`src/design/tdar_pkg.sv`:
```
// Package for the time-of-day adder and rounder.
// Holds operation and unit codes, field limits, the sequencer state type and
// the divider result struct. No dependencies.
`default_nettype none

package tdar_pkg;

  localparam int NumFields = 6;

  typedef logic [2:0] idx_t;

  // Operation codes carried in tuser
  typedef enum logic [2:0] {
    MODE_ADD   = 3'd0,
    MODE_ROUND = 3'd1,
    MODE_CEIL  = 3'd2,
    MODE_FLOOR = 3'd3,
    MODE_LOAD  = 3'd4
  } mode_t;

  // Field indices, lowest radix first
  localparam idx_t UNIT_NS   = 3'd0;
  localparam idx_t UNIT_US   = 3'd1;
  localparam idx_t UNIT_MS   = 3'd2;
  localparam idx_t UNIT_SEC  = 3'd3;
  localparam idx_t UNIT_MIN  = 3'd4;
  localparam idx_t UNIT_HOUR = 3'd5;

  localparam logic [4:0] HOUR_MAX = 5'd23;
  localparam logic [5:0] MIN_MAX  = 6'd59;
  localparam logic [5:0] SEC_MAX  = 6'd59;
  localparam logic [9:0] SUB_MAX  = 10'd999;

  typedef enum logic [2:0] {
    S_IDLE,
    S_TEST,
    S_STEP,
    S_DIV,
    S_DONE
  } state_t;

  typedef struct packed {
    logic        done;
    logic [31:0] quot;
    logic [9:0]  rem;
  } div_res_t;

  // Radix of each field
  function automatic logic [9:0] radix(input idx_t i);
    logic [9:0] r;
    unique case (i)
      UNIT_NS, UNIT_US, UNIT_MS: r = 10'd1000;
      UNIT_SEC, UNIT_MIN:        r = 10'd60;
      default:                   r = 10'd24;
    endcase
    return r;
  endfunction

endpackage

`default_nettype wire

```
`src/design/tdar_div.sv`:
```
// Iterative unsigned divider by a field radix, eight quotient bits a cycle.
// 32-bit dividend, 10-bit divisor; busy while dividing, then a one-cycle done.
// Depends on tdar_pkg.
`default_nettype none

module tdar_div (
  input  wire logic               clk,
  input  wire logic               rst,
  input  wire logic               start,
  input  wire logic [31:0]        dividend,
  input  wire logic [9:0]         divisor,
  output tdar_pkg::div_res_t      res
);
  import tdar_pkg::*;

  logic        busy;
  logic [1:0]  cnt;
  logic [31:0] quot;
  logic [9:0]  rem;
  logic [9:0]  dvs;
  logic        done;
  logic [31:0] quot_next;
  logic [9:0]  rem_next;

  // eight restoring steps on an 11-bit partial remainder
  always_comb begin
    logic [10:0] part;
    logic [31:0] q;
    logic [9:0]  r;
    q = quot;
    r = rem;
    for (int i = 0; i < 8; i++) begin
      part = {r, q[31]};
      q    = {q[30:0], 1'b0};
      if (part >= {1'b0, dvs}) begin
        part = part - {1'b0, dvs};
        q[0] = 1'b1;
      end
      r = part[9:0];
    end
    quot_next = q;
    rem_next  = r;
  end

  always_ff @(posedge clk) begin
    if (rst) begin
      busy <= 1'b0;
      cnt  <= '0;
      done <= 1'b0;
    end else begin
      done <= 1'b0;
      if (start) begin
        busy <= 1'b1;
        cnt  <= '0;
      end else if (busy) begin
        cnt <= cnt + 2'd1;
        if (cnt == 2'd3) begin
          busy <= 1'b0;
          done <= 1'b1;
        end
      end
    end
  end

  always_ff @(posedge clk) begin
    if (start) begin
      quot <= dividend;
      rem  <= '0;
      dvs  <= divisor;
    end else if (busy) begin
      quot <= quot_next;
      rem  <= rem_next;
    end
  end

  assign res = '{done: done, quot: quot, rem: rem};

endmodule

`default_nettype wire

```
`src/design/time_of_day_adder_rounder.sv`:
```
// Time-of-day adder and rounder: top level with field registers, sequencer
// and result register. Depends on tdar_pkg and tdar_div.
//
// Channel  Dir  Bits                  Content
// s_axis   in   tuser 6, tdata 80     one command beat: mode, unit, amount, load value
// m_axis   out  tdata 80              time after the command and its day carry
//
// Sequence: load, floor, unused modes and rounding to ns go straight to the
// result register. An add or a rounding bump walks up the fields one at a time;
// a field whose sum stays inside its radix is written directly, one that carries
// goes through the shared radix divider. An add stops at a field that fits or
// after the hour field. Round/ceiling to unit u tests each field below u, with a
// bump ripple after each one that rounds up. The divider (8 quotient bits a
// cycle) is shared by all fields.
// Reset: synchronous, clears time to 00:00:00.000000000 and drops m_axis_tvalid.
// Stalls: s_axis_tready is high only between commands; a result waiting on
// m_axis_tready lets the next command be taken and worked, then holds it in S_DONE.
`default_nettype none

module time_of_day_adder_rounder (
  input  wire logic        clk,
  input  wire logic        rst,
  input  wire logic        s_axis_tvalid,
  output logic             s_axis_tready,
  // tuser: mode[2:0], unit[5:3]
  input  wire logic [5:0]  s_axis_tuser,
  // tdata: amount[31:0], load_hour[36:32], load_minute[42:37],
  //        load_second[48:43], load_millisecond[58:49],
  //        load_microsecond[68:59], load_nanosecond[78:69], zero [79]
  input  wire logic [79:0] s_axis_tdata,
  output logic             m_axis_tvalid,
  input  wire logic        m_axis_tready,
  // tdata: out_hour[4:0], out_minute[10:5], out_second[16:11],
  //        out_millisecond[26:17], out_microsecond[36:27],
  //        out_nanosecond[46:37], day_carry[74:47], zero [79:75]
  output logic [79:0]      m_axis_tdata
);
  import tdar_pkg::*;

  // ---- time fields ----
  logic [4:0] f_hour;
  logic [5:0] f_min;
  logic [5:0] f_sec;
  logic [9:0] f_ms;
  logic [9:0] f_us;
  logic [9:0] f_ns;

  // ---- command context ----
  state_t             state, state_next;
  mode_t              op;
  idx_t               unit_q;
  idx_t               k;          // field being rounded
  idx_t               j;          // field being carried into
  logic signed [33:0] cin;        // carry into field j
  logic signed [27:0] carry;      // day carry of this command
  logic               neg;        // sign of the sum handed to the divider

  // ---- accept-side decode ----
  logic       accept;
  mode_t      in_mode;
  idx_t       in_unit;
  idx_t       unit_c;
  logic [31:0] in_amount;
  logic [4:0] ld_hour;
  logic [5:0] ld_min;
  logic [5:0] ld_sec;
  logic [9:0] ld_ms;
  logic [9:0] ld_us;
  logic [9:0] ld_ns;

  assign accept    = s_axis_tvalid && s_axis_tready;
  assign in_mode   = mode_t'(s_axis_tuser[2:0]);
  assign in_unit   = s_axis_tuser[5:3];
  assign unit_c    = (in_unit > UNIT_HOUR) ? UNIT_HOUR : in_unit;  // 6, 7 act as hour
  assign in_amount = s_axis_tdata[31:0];

  // load values saturate at each field's maximum
  assign ld_hour = (s_axis_tdata[36:32] > HOUR_MAX) ? HOUR_MAX : s_axis_tdata[36:32];
  assign ld_min  = (s_axis_tdata[42:37] > MIN_MAX)  ? MIN_MAX  : s_axis_tdata[42:37];
  assign ld_sec  = (s_axis_tdata[48:43] > SEC_MAX)  ? SEC_MAX  : s_axis_tdata[48:43];
  assign ld_ms   = (s_axis_tdata[58:49] > SUB_MAX)  ? SUB_MAX  : s_axis_tdata[58:49];
  assign ld_us   = (s_axis_tdata[68:59] > SUB_MAX)  ? SUB_MAX  : s_axis_tdata[68:59];
  assign ld_ns   = (s_axis_tdata[78:69] > SUB_MAX)  ? SUB_MAX  : s_axis_tdata[78:69];

  // ---- single field read port ----
  idx_t       sel;
  logic [9:0] rd_val;

  assign sel = (state == S_TEST) ? k : j;

  always_comb begin
    unique case (sel)
      UNIT_NS:   rd_val = f_ns;
      UNIT_US:   rd_val = f_us;
      UNIT_MS:   rd_val = f_ms;
      UNIT_SEC:  rd_val = {4'd0, f_sec};
      UNIT_MIN:  rd_val = {4'd0, f_min};
      UNIT_HOUR: rd_val = {5'd0, f_hour};
      default:   rd_val = '0;
    endcase
  end

  // ---- round test ----
  logic [9:0] rad_k;
  logic       up;

  assign rad_k = radix(k);
  assign up    = (op == MODE_ROUND) ? (rd_val >= {1'b0, rad_k[9:1]}) : (rd_val != 10'd0);

  // ---- carry step into field j ----
  logic [9:0]         rad_j;
  logic signed [33:0] vsum;
  logic [33:0]        vmag;
  logic               fits;

  assign rad_j = radix(j);
  assign vsum  = $signed({24'd0, rd_val}) + cin;
  assign vmag  = vsum[33] ? (34'd0 - vsum) : vsum;
  assign fits  = !vsum[33] && (vsum < $signed({24'd0, rad_j}));

  // ---- shared radix divider ----
  logic     div_start;
  div_res_t div_res;

  tdar_div u_div (
    .clk      (clk),
    .rst      (rst),
    .start    (div_start),
    .dividend (vmag[31:0]),
    .divisor  (rad_j),
    .res      (div_res)
  );

  // floor correction of the magnitude quotient
  logic [9:0]         fld;
  logic signed [33:0] cout;

  always_comb begin
    if (!neg) begin
      fld  = div_res.rem;
      cout = $signed({2'd0, div_res.quot});
    end else if (div_res.rem == 10'd0) begin
      fld  = '0;
      cout = -$signed({2'd0, div_res.quot});
    end else begin
      fld  = rad_j - div_res.rem;
      cout = -($signed({2'd0, div_res.quot}) + 34'sd1);
    end
  end

  // end of one carry chain
  logic chain_end;
  logic last_k;

  assign last_k    = ((k + idx_t'(1)) == unit_q);
  assign chain_end = ((state == S_STEP) && fits) ||
                     ((state == S_DIV) && div_res.done && (j == UNIT_HOUR));

  // ---- next state ----
  always_comb begin
    state_next = state;
    unique case (state)
      S_IDLE: begin
        if (accept) begin
          priority case (in_mode)
            MODE_ADD:               state_next = S_STEP;
            MODE_ROUND, MODE_CEIL:  state_next = (unit_c == UNIT_NS) ? S_DONE : S_TEST;
            default:                state_next = S_DONE;
          endcase
        end
      end
      S_TEST: begin
        if (up)          state_next = S_STEP;
        else if (last_k) state_next = S_DONE;
      end
      S_STEP: begin
        if (!fits) state_next = S_DIV;
      end
      S_DIV: begin
        if (div_res.done && (j != UNIT_HOUR)) state_next = S_STEP;
      end
      S_DONE: begin
        if (!m_axis_tvalid || m_axis_tready) state_next = S_IDLE;
      end
      default: state_next = S_IDLE;
    endcase
    if (chain_end) state_next = ((op == MODE_ADD) || last_k) ? S_DONE : S_TEST;
  end

  // ---- sequencer outputs ----
  logic       wr_en;
  idx_t       wr_idx;
  logic [9:0] wr_val;
  logic       out_load;

  always_comb begin
    s_axis_tready = 1'b0;
    div_start     = 1'b0;
    wr_en         = 1'b0;
    wr_idx        = j;
    wr_val        = '0;
    out_load      = 1'b0;
    unique case (state)
      S_IDLE: s_axis_tready = 1'b1;
      S_TEST: begin
        wr_en  = 1'b1;       // field k is cleared whether it rounds up or not
        wr_idx = k;
      end
      S_STEP: begin
        wr_en     = fits;
        wr_val    = vsum[9:0];
        div_start = !fits;
      end
      S_DIV: begin
        wr_en  = div_res.done;
        wr_val = fld;
      end
      S_DONE: out_load = !m_axis_tvalid || m_axis_tready;
      default: ;
    endcase
  end

  always_ff @(posedge clk) begin
    if (rst) begin
      state <= S_IDLE;
    end else begin
      state <= state_next;
    end
  end

  // ---- field registers ----
  always_ff @(posedge clk) begin
    if (rst) begin
      f_hour <= '0;
      f_min  <= '0;
      f_sec  <= '0;
      f_ms   <= '0;
      f_us   <= '0;
      f_ns   <= '0;
    end else if (accept && (in_mode == MODE_LOAD)) begin
      f_hour <= ld_hour;
      f_min  <= ld_min;
      f_sec  <= ld_sec;
      f_ms   <= ld_ms;
      f_us   <= ld_us;
      f_ns   <= ld_ns;
    end else if (accept && (in_mode == MODE_FLOOR)) begin
      if (unit_c > UNIT_NS)  f_ns  <= '0;
      if (unit_c > UNIT_US)  f_us  <= '0;
      if (unit_c > UNIT_MS)  f_ms  <= '0;
      if (unit_c > UNIT_SEC) f_sec <= '0;
      if (unit_c > UNIT_MIN) f_min <= '0;
    end else if (wr_en) begin
      unique case (wr_idx)
        UNIT_NS:   f_ns   <= wr_val;
        UNIT_US:   f_us   <= wr_val;
        UNIT_MS:   f_ms   <= wr_val;
        UNIT_SEC:  f_sec  <= wr_val[5:0];
        UNIT_MIN:  f_min  <= wr_val[5:0];
        UNIT_HOUR: f_hour <= wr_val[4:0];
        default: ;
      endcase
    end
  end

  // ---- command context ----
  always_ff @(posedge clk) begin
    if (accept) begin
      op     <= in_mode;
      unit_q <= unit_c;
      k      <= UNIT_NS;
      j      <= unit_c;
      cin    <= {{2{in_amount[31]}}, in_amount};
      carry  <= '0;
    end else begin
      if ((state == S_TEST) && up) begin
        j   <= k + idx_t'(1);
        cin <= 34'sd1;
      end
      if (((state == S_TEST) && !up) || chain_end) k <= k + idx_t'(1);
      if (div_start) neg <= vsum[33];
      if ((state == S_DIV) && div_res.done) begin
        if (j == UNIT_HOUR) begin
          carry <= carry + cout[27:0];
        end else begin
          j   <= j + idx_t'(1);
          cin <= cout;
        end
      end
    end
  end

  // ---- result register ----
  always_ff @(posedge clk) begin
    if (rst) begin
      m_axis_tvalid <= 1'b0;
    end else if (out_load) begin
      m_axis_tvalid <= 1'b1;
    end else if (m_axis_tready) begin
      m_axis_tvalid <= 1'b0;
    end
  end

  always_ff @(posedge clk) begin
    if (out_load) begin
      m_axis_tdata <= {5'd0, carry, f_ns, f_us, f_ms, f_sec, f_min, f_hour};
    end
  end

  // ---- assertions ----
  a_busy_after_accept: assert property (@(posedge clk) disable iff (rst)
    accept |=> !s_axis_tready)
    else $error("command taken while previous one in progress");

  a_div_done_in_div: assert property (@(posedge clk) disable iff (rst)
    div_res.done |-> (state == S_DIV))
    else $error("divider finished outside divide state");

  a_test_below_unit: assert property (@(posedge clk) disable iff (rst)
    (state == S_TEST) |-> (k < unit_q))
    else $error("round test beyond target unit");

  a_fields_in_range: assert property (@(posedge clk) disable iff (rst)
    (f_hour <= HOUR_MAX) && (f_min <= MIN_MAX) && (f_sec <= SEC_MAX) &&
    (f_ms <= SUB_MAX) && (f_us <= SUB_MAX) && (f_ns <= SUB_MAX))
    else $error("time field out of range");

endmodule

`default_nettype wire

```
`config.mk`:
```
export PLATFORM = sky130hd
export DESIGN_NAME = time_of_day_adder_rounder
export DESIGN_NICKNAME = d
export VERILOG_FILES = /design/src/design/tdar_pkg.sv /design/src/design/tdar_div.sv /design/src/design/time_of_day_adder_rounder.sv
export SDC_FILE = /design/constraint.sdc
export NUM_CORES = 1
export LEC_CHECK = 0
export BUFFER_PORTS_ARGS = -buffer_cell sky130_fd_sc_hd__buf_2
export CORE_UTILIZATION = 60
export CTS_BUF_LIST = sky130_fd_sc_hd__clkbuf_8
export DETAILED_ROUTE_END_ITERATION = 10
export PLACE_DENSITY = 0.81
export SYNTH_ARGS = -nofsm -noshare
export SYNTH_HDL_FRONTEND = slang
export SYNTH_SLANG_ARGS = --single-unit
```
`constraint.sdc`:
```
create_clock -name clk -period 21.9 [get_ports clk]
set_clock_uncertainty 0.15 [all_clocks]
set_input_delay 2.19 -clock clk [delete_from_list [all_inputs] [get_ports clk]]
set_output_delay 2.19 -clock clk [all_outputs]
set_load 0.02 [all_outputs]
```
Word-level counts from Yosys, hierarchy flattened:

Index checks and enable logic that the tools add are counted.

* $add $sub $neg: 18
* magnitude comparators: 22
* eq/ne operators: 37
* multiplexer cells: 94
* bitwise gates (word level): 2
* reduce and logical (&&, ||, !) cells: 53

Operators by type and width (count)
* 10-bit two-way mux: 28
* 34-bit two-way mux: 6
* 32-bit two-way mux: 3
* 10-bit subtractor: 9
* 11-bit by 10-bit greater-or-equal comparator with 1-bit output: 8
* 6-bit two-way mux: 12
* 10-bit case mux with 2 select lines: 3
* 10-bit case mux with 6 select lines: 1
* 3-bit two-way mux: 15
* 11-bit by 34-bit adder with 34-bit output: 1
* 34-bit by 11-bit < comparator with 1-bit output: 1
* 32-bit negation with 34-bit output: 1
* 33-bit negation with 34-bit output: 1
* 32-bit by 1-bit adder with 33-bit output, second input constant: 1
* 1-bit by 32-bit subtractor with 32-bit output, first input constant: 1
* 3-bit by 2-bit == test with 1-bit output, second input constant: 10
* 10-bit greater-than comparator, second input constant: 3
* 28-bit adder: 1
* 5-bit two-way mux: 5
* 3-bit == test, second input constant: 7
* 3-bit logical NOT: 7
* 3-bit by 1-bit == test with 1-bit output, second input constant: 6
* 1-bit two-way mux: 18
* 3-bit AND reduction: 6
* 29 further kinds: 72

* bits in registers: 257
* input port bits: 90

Longest topological paths before layout:

* word-level depth: 18
* mapped depth: 86
* gate-level depth less buffers: 81

Hierarchy:

A second synthesis with hierarchy kept.

* cells, all modules: 2325
* area, all modules: 20345.8 um2

Modules (own cells, without submodules)
* time_of_day_adder_rounder: times used 1, cells an instance 1555, area each 13446.6 um2, sequential area each 4844.6 um2
* tdar_div: times used 1, cells an instance 770, area each 6899.1 um2, sequential area each 1541.5 um2

Worst setup path after synthesis:

No wires, ideal clock.

* path type: register to register
* from: register u_div.dvs[8]
* to: register u_div.rem[9]
* library setup time: 0.119 ns
* arrival time: 15.643 ns
* data required time: 21.631 ns
* path slack: 5.988 ns
* cell stages (with the launch flop): 78
* clock period less this slack: 15.912 ns
* cells stage by stage: edfxtp_1 -> inv_1 -> ha_1 -> a21oi_1 -> nand2_1 -> nor3_1 -> nor2_1 -> clkbuf_1 -> nand2_1 -> o21ai_0 -> ha_1 -> nand3_1 -> or3_1 -> o211a_1 -> mux2i_1 -> a31oi_1 -> o21ai_0 -> ha_1 -> [... 42 more ...] -> mux2_2 -> ha_1 -> a21oi_1 -> nor2b_1 -> o21ai_0 -> nand2b_1 -> a221oi_1 -> o21ai_1 -> nor2_1 -> mux2_2 -> ha_1 -> nand2_1 -> or4_1 -> and2_4 -> a211o_1 -> buf_6 -> a41o_1 -> o221a_1

* longest elaborated chain between the ends: 16
* elaborated cells on any way between the ends: 24

Ends and longest elaborated chain
* start, declared: RTL line tdar_div.sv:20 `logic [9:0] dvs;`
* start signal, assigned: RTL line tdar_div.sv:69 `dvs <= divisor;`
* 10-bit subtractor or 11-bit by 10-bit greater-or-equal comparator with 1-bit output (tied branches): RTL line tdar_div.sv:36, tdar_div.sv:35
* 10-bit two-way mux: RTL line tdar_div.sv:35 `if (part >= {1'b0, dvs}) begin`
* 10-bit subtractor or 11-bit by 10-bit greater-or-equal comparator with 1-bit output (tied branches): RTL line tdar_div.sv:36, tdar_div.sv:35
* 10-bit two-way mux: RTL line tdar_div.sv:35
* 11-bit by 10-bit greater-or-equal comparator with 1-bit output or 10-bit subtractor (tied branches): RTL line tdar_div.sv:35, tdar_div.sv:36
* 10-bit two-way mux: RTL line tdar_div.sv:35
* 10-bit subtractor or 11-bit by 10-bit greater-or-equal comparator with 1-bit output (tied branches): RTL line tdar_div.sv:36, tdar_div.sv:35
* 10-bit two-way mux: RTL line tdar_div.sv:35
* 10-bit subtractor or 11-bit by 10-bit greater-or-equal comparator with 1-bit output (tied branches): RTL line tdar_div.sv:36, tdar_div.sv:35
* 10-bit two-way mux: RTL line tdar_div.sv:35
* 10-bit subtractor or 11-bit by 10-bit greater-or-equal comparator with 1-bit output (tied branches): RTL line tdar_div.sv:36, tdar_div.sv:35
* 10-bit two-way mux: RTL line tdar_div.sv:35
* 10-bit subtractor or 11-bit by 10-bit greater-or-equal comparator with 1-bit output (tied branches): RTL line tdar_div.sv:36, tdar_div.sv:35
* 10-bit two-way mux: RTL line tdar_div.sv:35
* 10-bit subtractor or 11-bit by 10-bit greater-or-equal comparator with 1-bit output (tied branches): RTL line tdar_div.sv:36, tdar_div.sv:35
* 10-bit two-way mux (*): RTL line tdar_div.sv:35
* end signal, assigned: RTL line tdar_div.sv:72 `rem <= rem_next;`
* end, declared: RTL line tdar_div.sv:19 `logic [9:0] rem;`

Mark *: on every way between the ends. The rest lies on a longest branch, timed or not.
A chain may end at the register's enable or synchronous reset.

Final worst setup path:

* from: register u_div.dvs[2]
* to: register u_div.rem[3]

* longest elaborated chain between the ends: 16
* elaborated cells on any way between the ends: 24

Ends and longest elaborated chain (RTL line)
* 10-bit subtractor or 11-bit by 10-bit greater-or-equal comparator with 1-bit output (tied branches): tdar_div.sv:36, tdar_div.sv:35
* 10-bit two-way mux: tdar_div.sv:35
* 10-bit subtractor or 11-bit by 10-bit greater-or-equal comparator with 1-bit output (tied branches): tdar_div.sv:36, tdar_div.sv:35
* 10-bit two-way mux: tdar_div.sv:35
* 10-bit subtractor or 11-bit by 10-bit greater-or-equal comparator with 1-bit output (tied branches): tdar_div.sv:36, tdar_div.sv:35
* 10-bit two-way mux: tdar_div.sv:35
* 10-bit subtractor or 11-bit by 10-bit greater-or-equal comparator with 1-bit output (tied branches): tdar_div.sv:36, tdar_div.sv:35
* 10-bit two-way mux: tdar_div.sv:35
* 10-bit subtractor or 11-bit by 10-bit greater-or-equal comparator with 1-bit output (tied branches): tdar_div.sv:36, tdar_div.sv:35
* 10-bit two-way mux: tdar_div.sv:35
* 10-bit subtractor or 11-bit by 10-bit greater-or-equal comparator with 1-bit output (tied branches): tdar_div.sv:36, tdar_div.sv:35
* 10-bit two-way mux: tdar_div.sv:35
* 11-bit by 10-bit greater-or-equal comparator with 1-bit output or 10-bit subtractor (tied branches): tdar_div.sv:35, tdar_div.sv:36
* 10-bit two-way mux: tdar_div.sv:35
* 10-bit subtractor or 11-bit by 10-bit greater-or-equal comparator with 1-bit output (tied branches): tdar_div.sv:36, tdar_div.sv:35
* 10-bit two-way mux (*): tdar_div.sv:35

Marks and branches as above.

==> summary by stage <==
Critical path
The data arrival at the endpoint of the critical path is between 15 and 20 ns. In this run the number of cells on the critical path is 69. Together, buffers and inverters on the worst path number 1. The kind of critical path is reg2reg. The largest single stage delay on the critical path is 0.78 ns. The largest fanout on the critical path is 15.

For the worst setup path, the data required time is 22.22 ns. The setup check on the worst reg-to-reg path leaves a slack of 2.35 ns. Measured in cells, the most critical reg-to-reg path has a length of 69.

The cell family contributing the most delay on the critical path is compound AO/OA/AOI/OAI gates. STA classifies the critical path startpoint as a flip-flop. STA classifies the critical path endpoint as a flip-flop.

The critical path startpoint is u_div.dvs[2]. The worst flop-to-flop path startpoint is u_div.dvs[2]. Among all stages on the critical path, the largest delay is contributed by sky130_fd_sc_hd__or2_0.

Placement
Port buffering added 165 buffers. At the end of routability-driven placement, the weighted congestion stood at 0.9589. Timing analysis after detailed placement gives a worst setup slack of 2.803 ns.

Detailed placement finished with a half-perimeter wire length of 37.46 mm.

Layout
In the layout the commonest cells are 223 x sky130_fd_sc_hd__nand2_1, 202 x sky130_fd_sc_hd__nor2_1, 171 x sky130_fd_sc_hd__a21oi_1, 165 x sky130_fd_sc_hd__buf_2, 138 x sky130_fd_sc_hd__o21ai_0. The number of nets in the layout is 2473. Leaving out fill and tap cells, the most frequent cell in the layout is sky130_fd_sc_hd__nand2_1.

The area added between synthesis and finish is 11.01%. The layout filler cell count is roughly 2400. The number of antenna diodes in the final layout is 0. The fraction of layout instances using a drive strength above 1 is 13.37%.

Global routing
The number of antenna violations at the first check in global routing is 1. The wire length of the first global-routing pass is 79.58 mm. Entering global routing, the biggest net connects 76 pins.

Across every metal layer, demand over resource in global routing totals 32.27%. After global routing the overflow that remains totals 0. The number of global-route vias before repair is 15490.

Routing
For this run, the detailed router's first-pass iteration total came to 6. The average wire per standard cell is 18.88 um. The remaining antenna violation count is 0. Dividing the detail-routed via count by the number of cells gives 6.262. The final layout contains routed wiring with a total length of roughly 50 mm.

The final route contains roughly 17000 vias. The number of remaining DRC errors is 0. The initial detailed-routing violation count is 1780.

Run
Max-cap violations in this run came to 0.

Logic synthesis
The portion of synthesized cell area occupied by the leading cell type is roughly a fifth. The number of distinct library cells after synthesis is 92. The synthesis warning total is 0. In the synthesized netlist the async set-or-reset flop fraction comes to 0%. After synthesis the cells add up to between 15000 and 20000 um^2.

The biggest area contributor in the post-synthesis netlist is sky130_fd_sc_hd__edfxtp_1. After synthesis, flip-flops and latches occupy 34.62% of the total area. By area the synthesized netlist is led by sky130_fd_sc_hd__edfxtp_1 20%, sky130_fd_sc_hd__dfxtp_1 15%, sky130_fd_sc_hd__ha_1 9.1%. Yosys mapped a number of flops with a built-in enable equal to 118. The post-synthesis register bit count is around 250.

The synthesized area per cell is 8.467 um^2. Synthesis produced 2117 cells. The prevailing post-synth register cell is sky130_fd_sc_hd__dfxtp_1.

Floorplanning
The chip height is about 170 um. The starting utilization of the core area is roughly 62%. The floorplan step defined a die boundary enclosing 30570 um^2. The total core area is 29010 um^2. In this run the count of I/O pins placed on the die edge is approximately 170. The floorplan step set the die width to 174.8 um. The number of placement rows is 62.

Timing
Setup total negative slack on the finished layout was measured at 0 ns. In this run the tightest slew margin relative to its limit is around 16%. Setup repair after global routing left no endpoint under its margin.

The slew at the pin with the worst max-slew slack is roughly 1.3 ns. The final period utilization is approximately 90%. The setup slack of the critical path after layout is 2.346 ns.

The number of endpoints failing setup at the final stage is 0. The total count of hold-check failures in the final report was 0. The worst path needs 19.55 ns of the cycle, external delays included.

Based on the critical path, the design can be clocked at up to 51.14 MHz. The final number of max-transition violations is 0.

Hold path
The worst hold path was traced through 0 stages. In this run the most critical hold path is launched from carry[27]. The worst hold path class is reg2reg.

Clocking
The root buffer selected by CTS is sky130_fd_sc_hd__clkbuf_8. The number of H-tree levels is 2. The CTS tree is done. The later pin in the worst-skew pair is clocked with a latency of ~0.57 ns.

The clock edge transition at the registers on the reported setup and hold paths is 0.06 ns. The number of hold buffers added after CTS was 0. The post-CTS resize count is 0.

No sink is reached through more buffers than the 3 on the longest clock path. The number of setup buffers added after CTS is 0. Clock tree synthesis found a total of about 250 sinks. In this run, CTS created clock tree buffers numbering 41.

Status
The run finished with clean final reports.
## synth_stat cells, drive strengths merged, types with 10 or more instances
master / instances
nor2: 203
a21o: 32
mux2: 23
mux2i: 24
and2: 15
edfxtp: 118
o211ai: 14
nor2b: 19
nand2b: 21
xor2: 45
and3: 20
a211oi: 43
buf: 16
or3: 22
ha: 131
nand4: 20
o31ai: 16
a21oi: 173
xnor2: 121
clkbuf: 82
nor3: 48
o21ai: 142
or4: 12
nand2: 226
nand3: 74
nor4: 10
inv: 94
dfxtp: 133
a311oi: 21
o21bai: 25
a31oi: 51
## per-layer routing
| layer | GRT usage [%] | routed length (um) |
|---|---|---|
| met1 | 43.83 | 21670 |
| met2 | 51.74 | 22700 |
| met3 | 4.721 | 4168 |
| met4 | 12.79 | 1783 |
| met5 | 0 | 13 |
## final cells by class
type | count | area [um^2] | share of cell area, %
flip-flops and latches | 251 | 6206 | 31.19
inverters | 94 | 352.8 | 1.773
clock inverters | 26 | 240.2 | 1.207
well taps | 384 | 480.5 | 2.415
clock buffers | 49 | 674.4 | 3.389
repair buffers | 184 | 968.4 | 4.867
multi-input cells | 1678 | 10980 | 55.16
## logic make-up (layout without fill, tap and decap cells)
logic type / Yosys count / after routing / share of synthesized area, %
and+or+nand+nor: 729 / 729 / 19.24
other: 1 / 5 / 0.02092
muxes: 52 / 52 / 3.504
DFF: 251 / 251 / 34.62
xor gates and xnor gates: 166 / 166 / 8.111
AOI/OAI and AO/OA: 593 / 593 / 20.82
buffers and inverters: 192 / 353 / 4.321
adders and majority gates: 133 / 133 / 9.368
## per-stage QoR
stage	utilization, %	std cells	hold slack (ns)	instance area, um^2
floorplan	-	2121	0.2672	17940
global placement	65.43	2591	0.2773	18980
detailed placement	65.43	2591	0.2883	18980
CTS	68.58	2666	0.3028	19900
global route	68.58	2666	0.3201	19900
finish	68.58	2666	0.3044	19900
## sequential cells by signal, indices dropped and copies added (netlist names)
| register | count |
|---|---|
| neg | 1 |
| cin | 34 |
| state | 3 |
| u_div.cnt | 2 |
| carry | 28 |
| unit_q | 3 |
| f_us | 10 |
| f_ms | 10 |
| f_hour | 5 |
| m_axis_tdata | 75 |
| f_sec | 6 |
| j | 3 |
| m_axis_tvalid | 1 |
| u_div.done | 1 |
| op | 3 |
| u_div.rem | 10 |
| k | 3 |
| f_ns | 10 |
| u_div.busy | 1 |
| u_div.dvs | 4 |
| f_min | 6 |
| u_div.quot | 32 |
## path summary, 6_finish.rpt
kind | to
setup / recovery | u_div.rem[3]
hold / removal | m_axis_tdata[74]
setup reg to reg | u_div.rem[3]
hold reg to reg | m_axis_tdata[74]
Power is not shown: default switching activity piles up to over one toggle a cycle in this logic, so the estimate is an artifact.
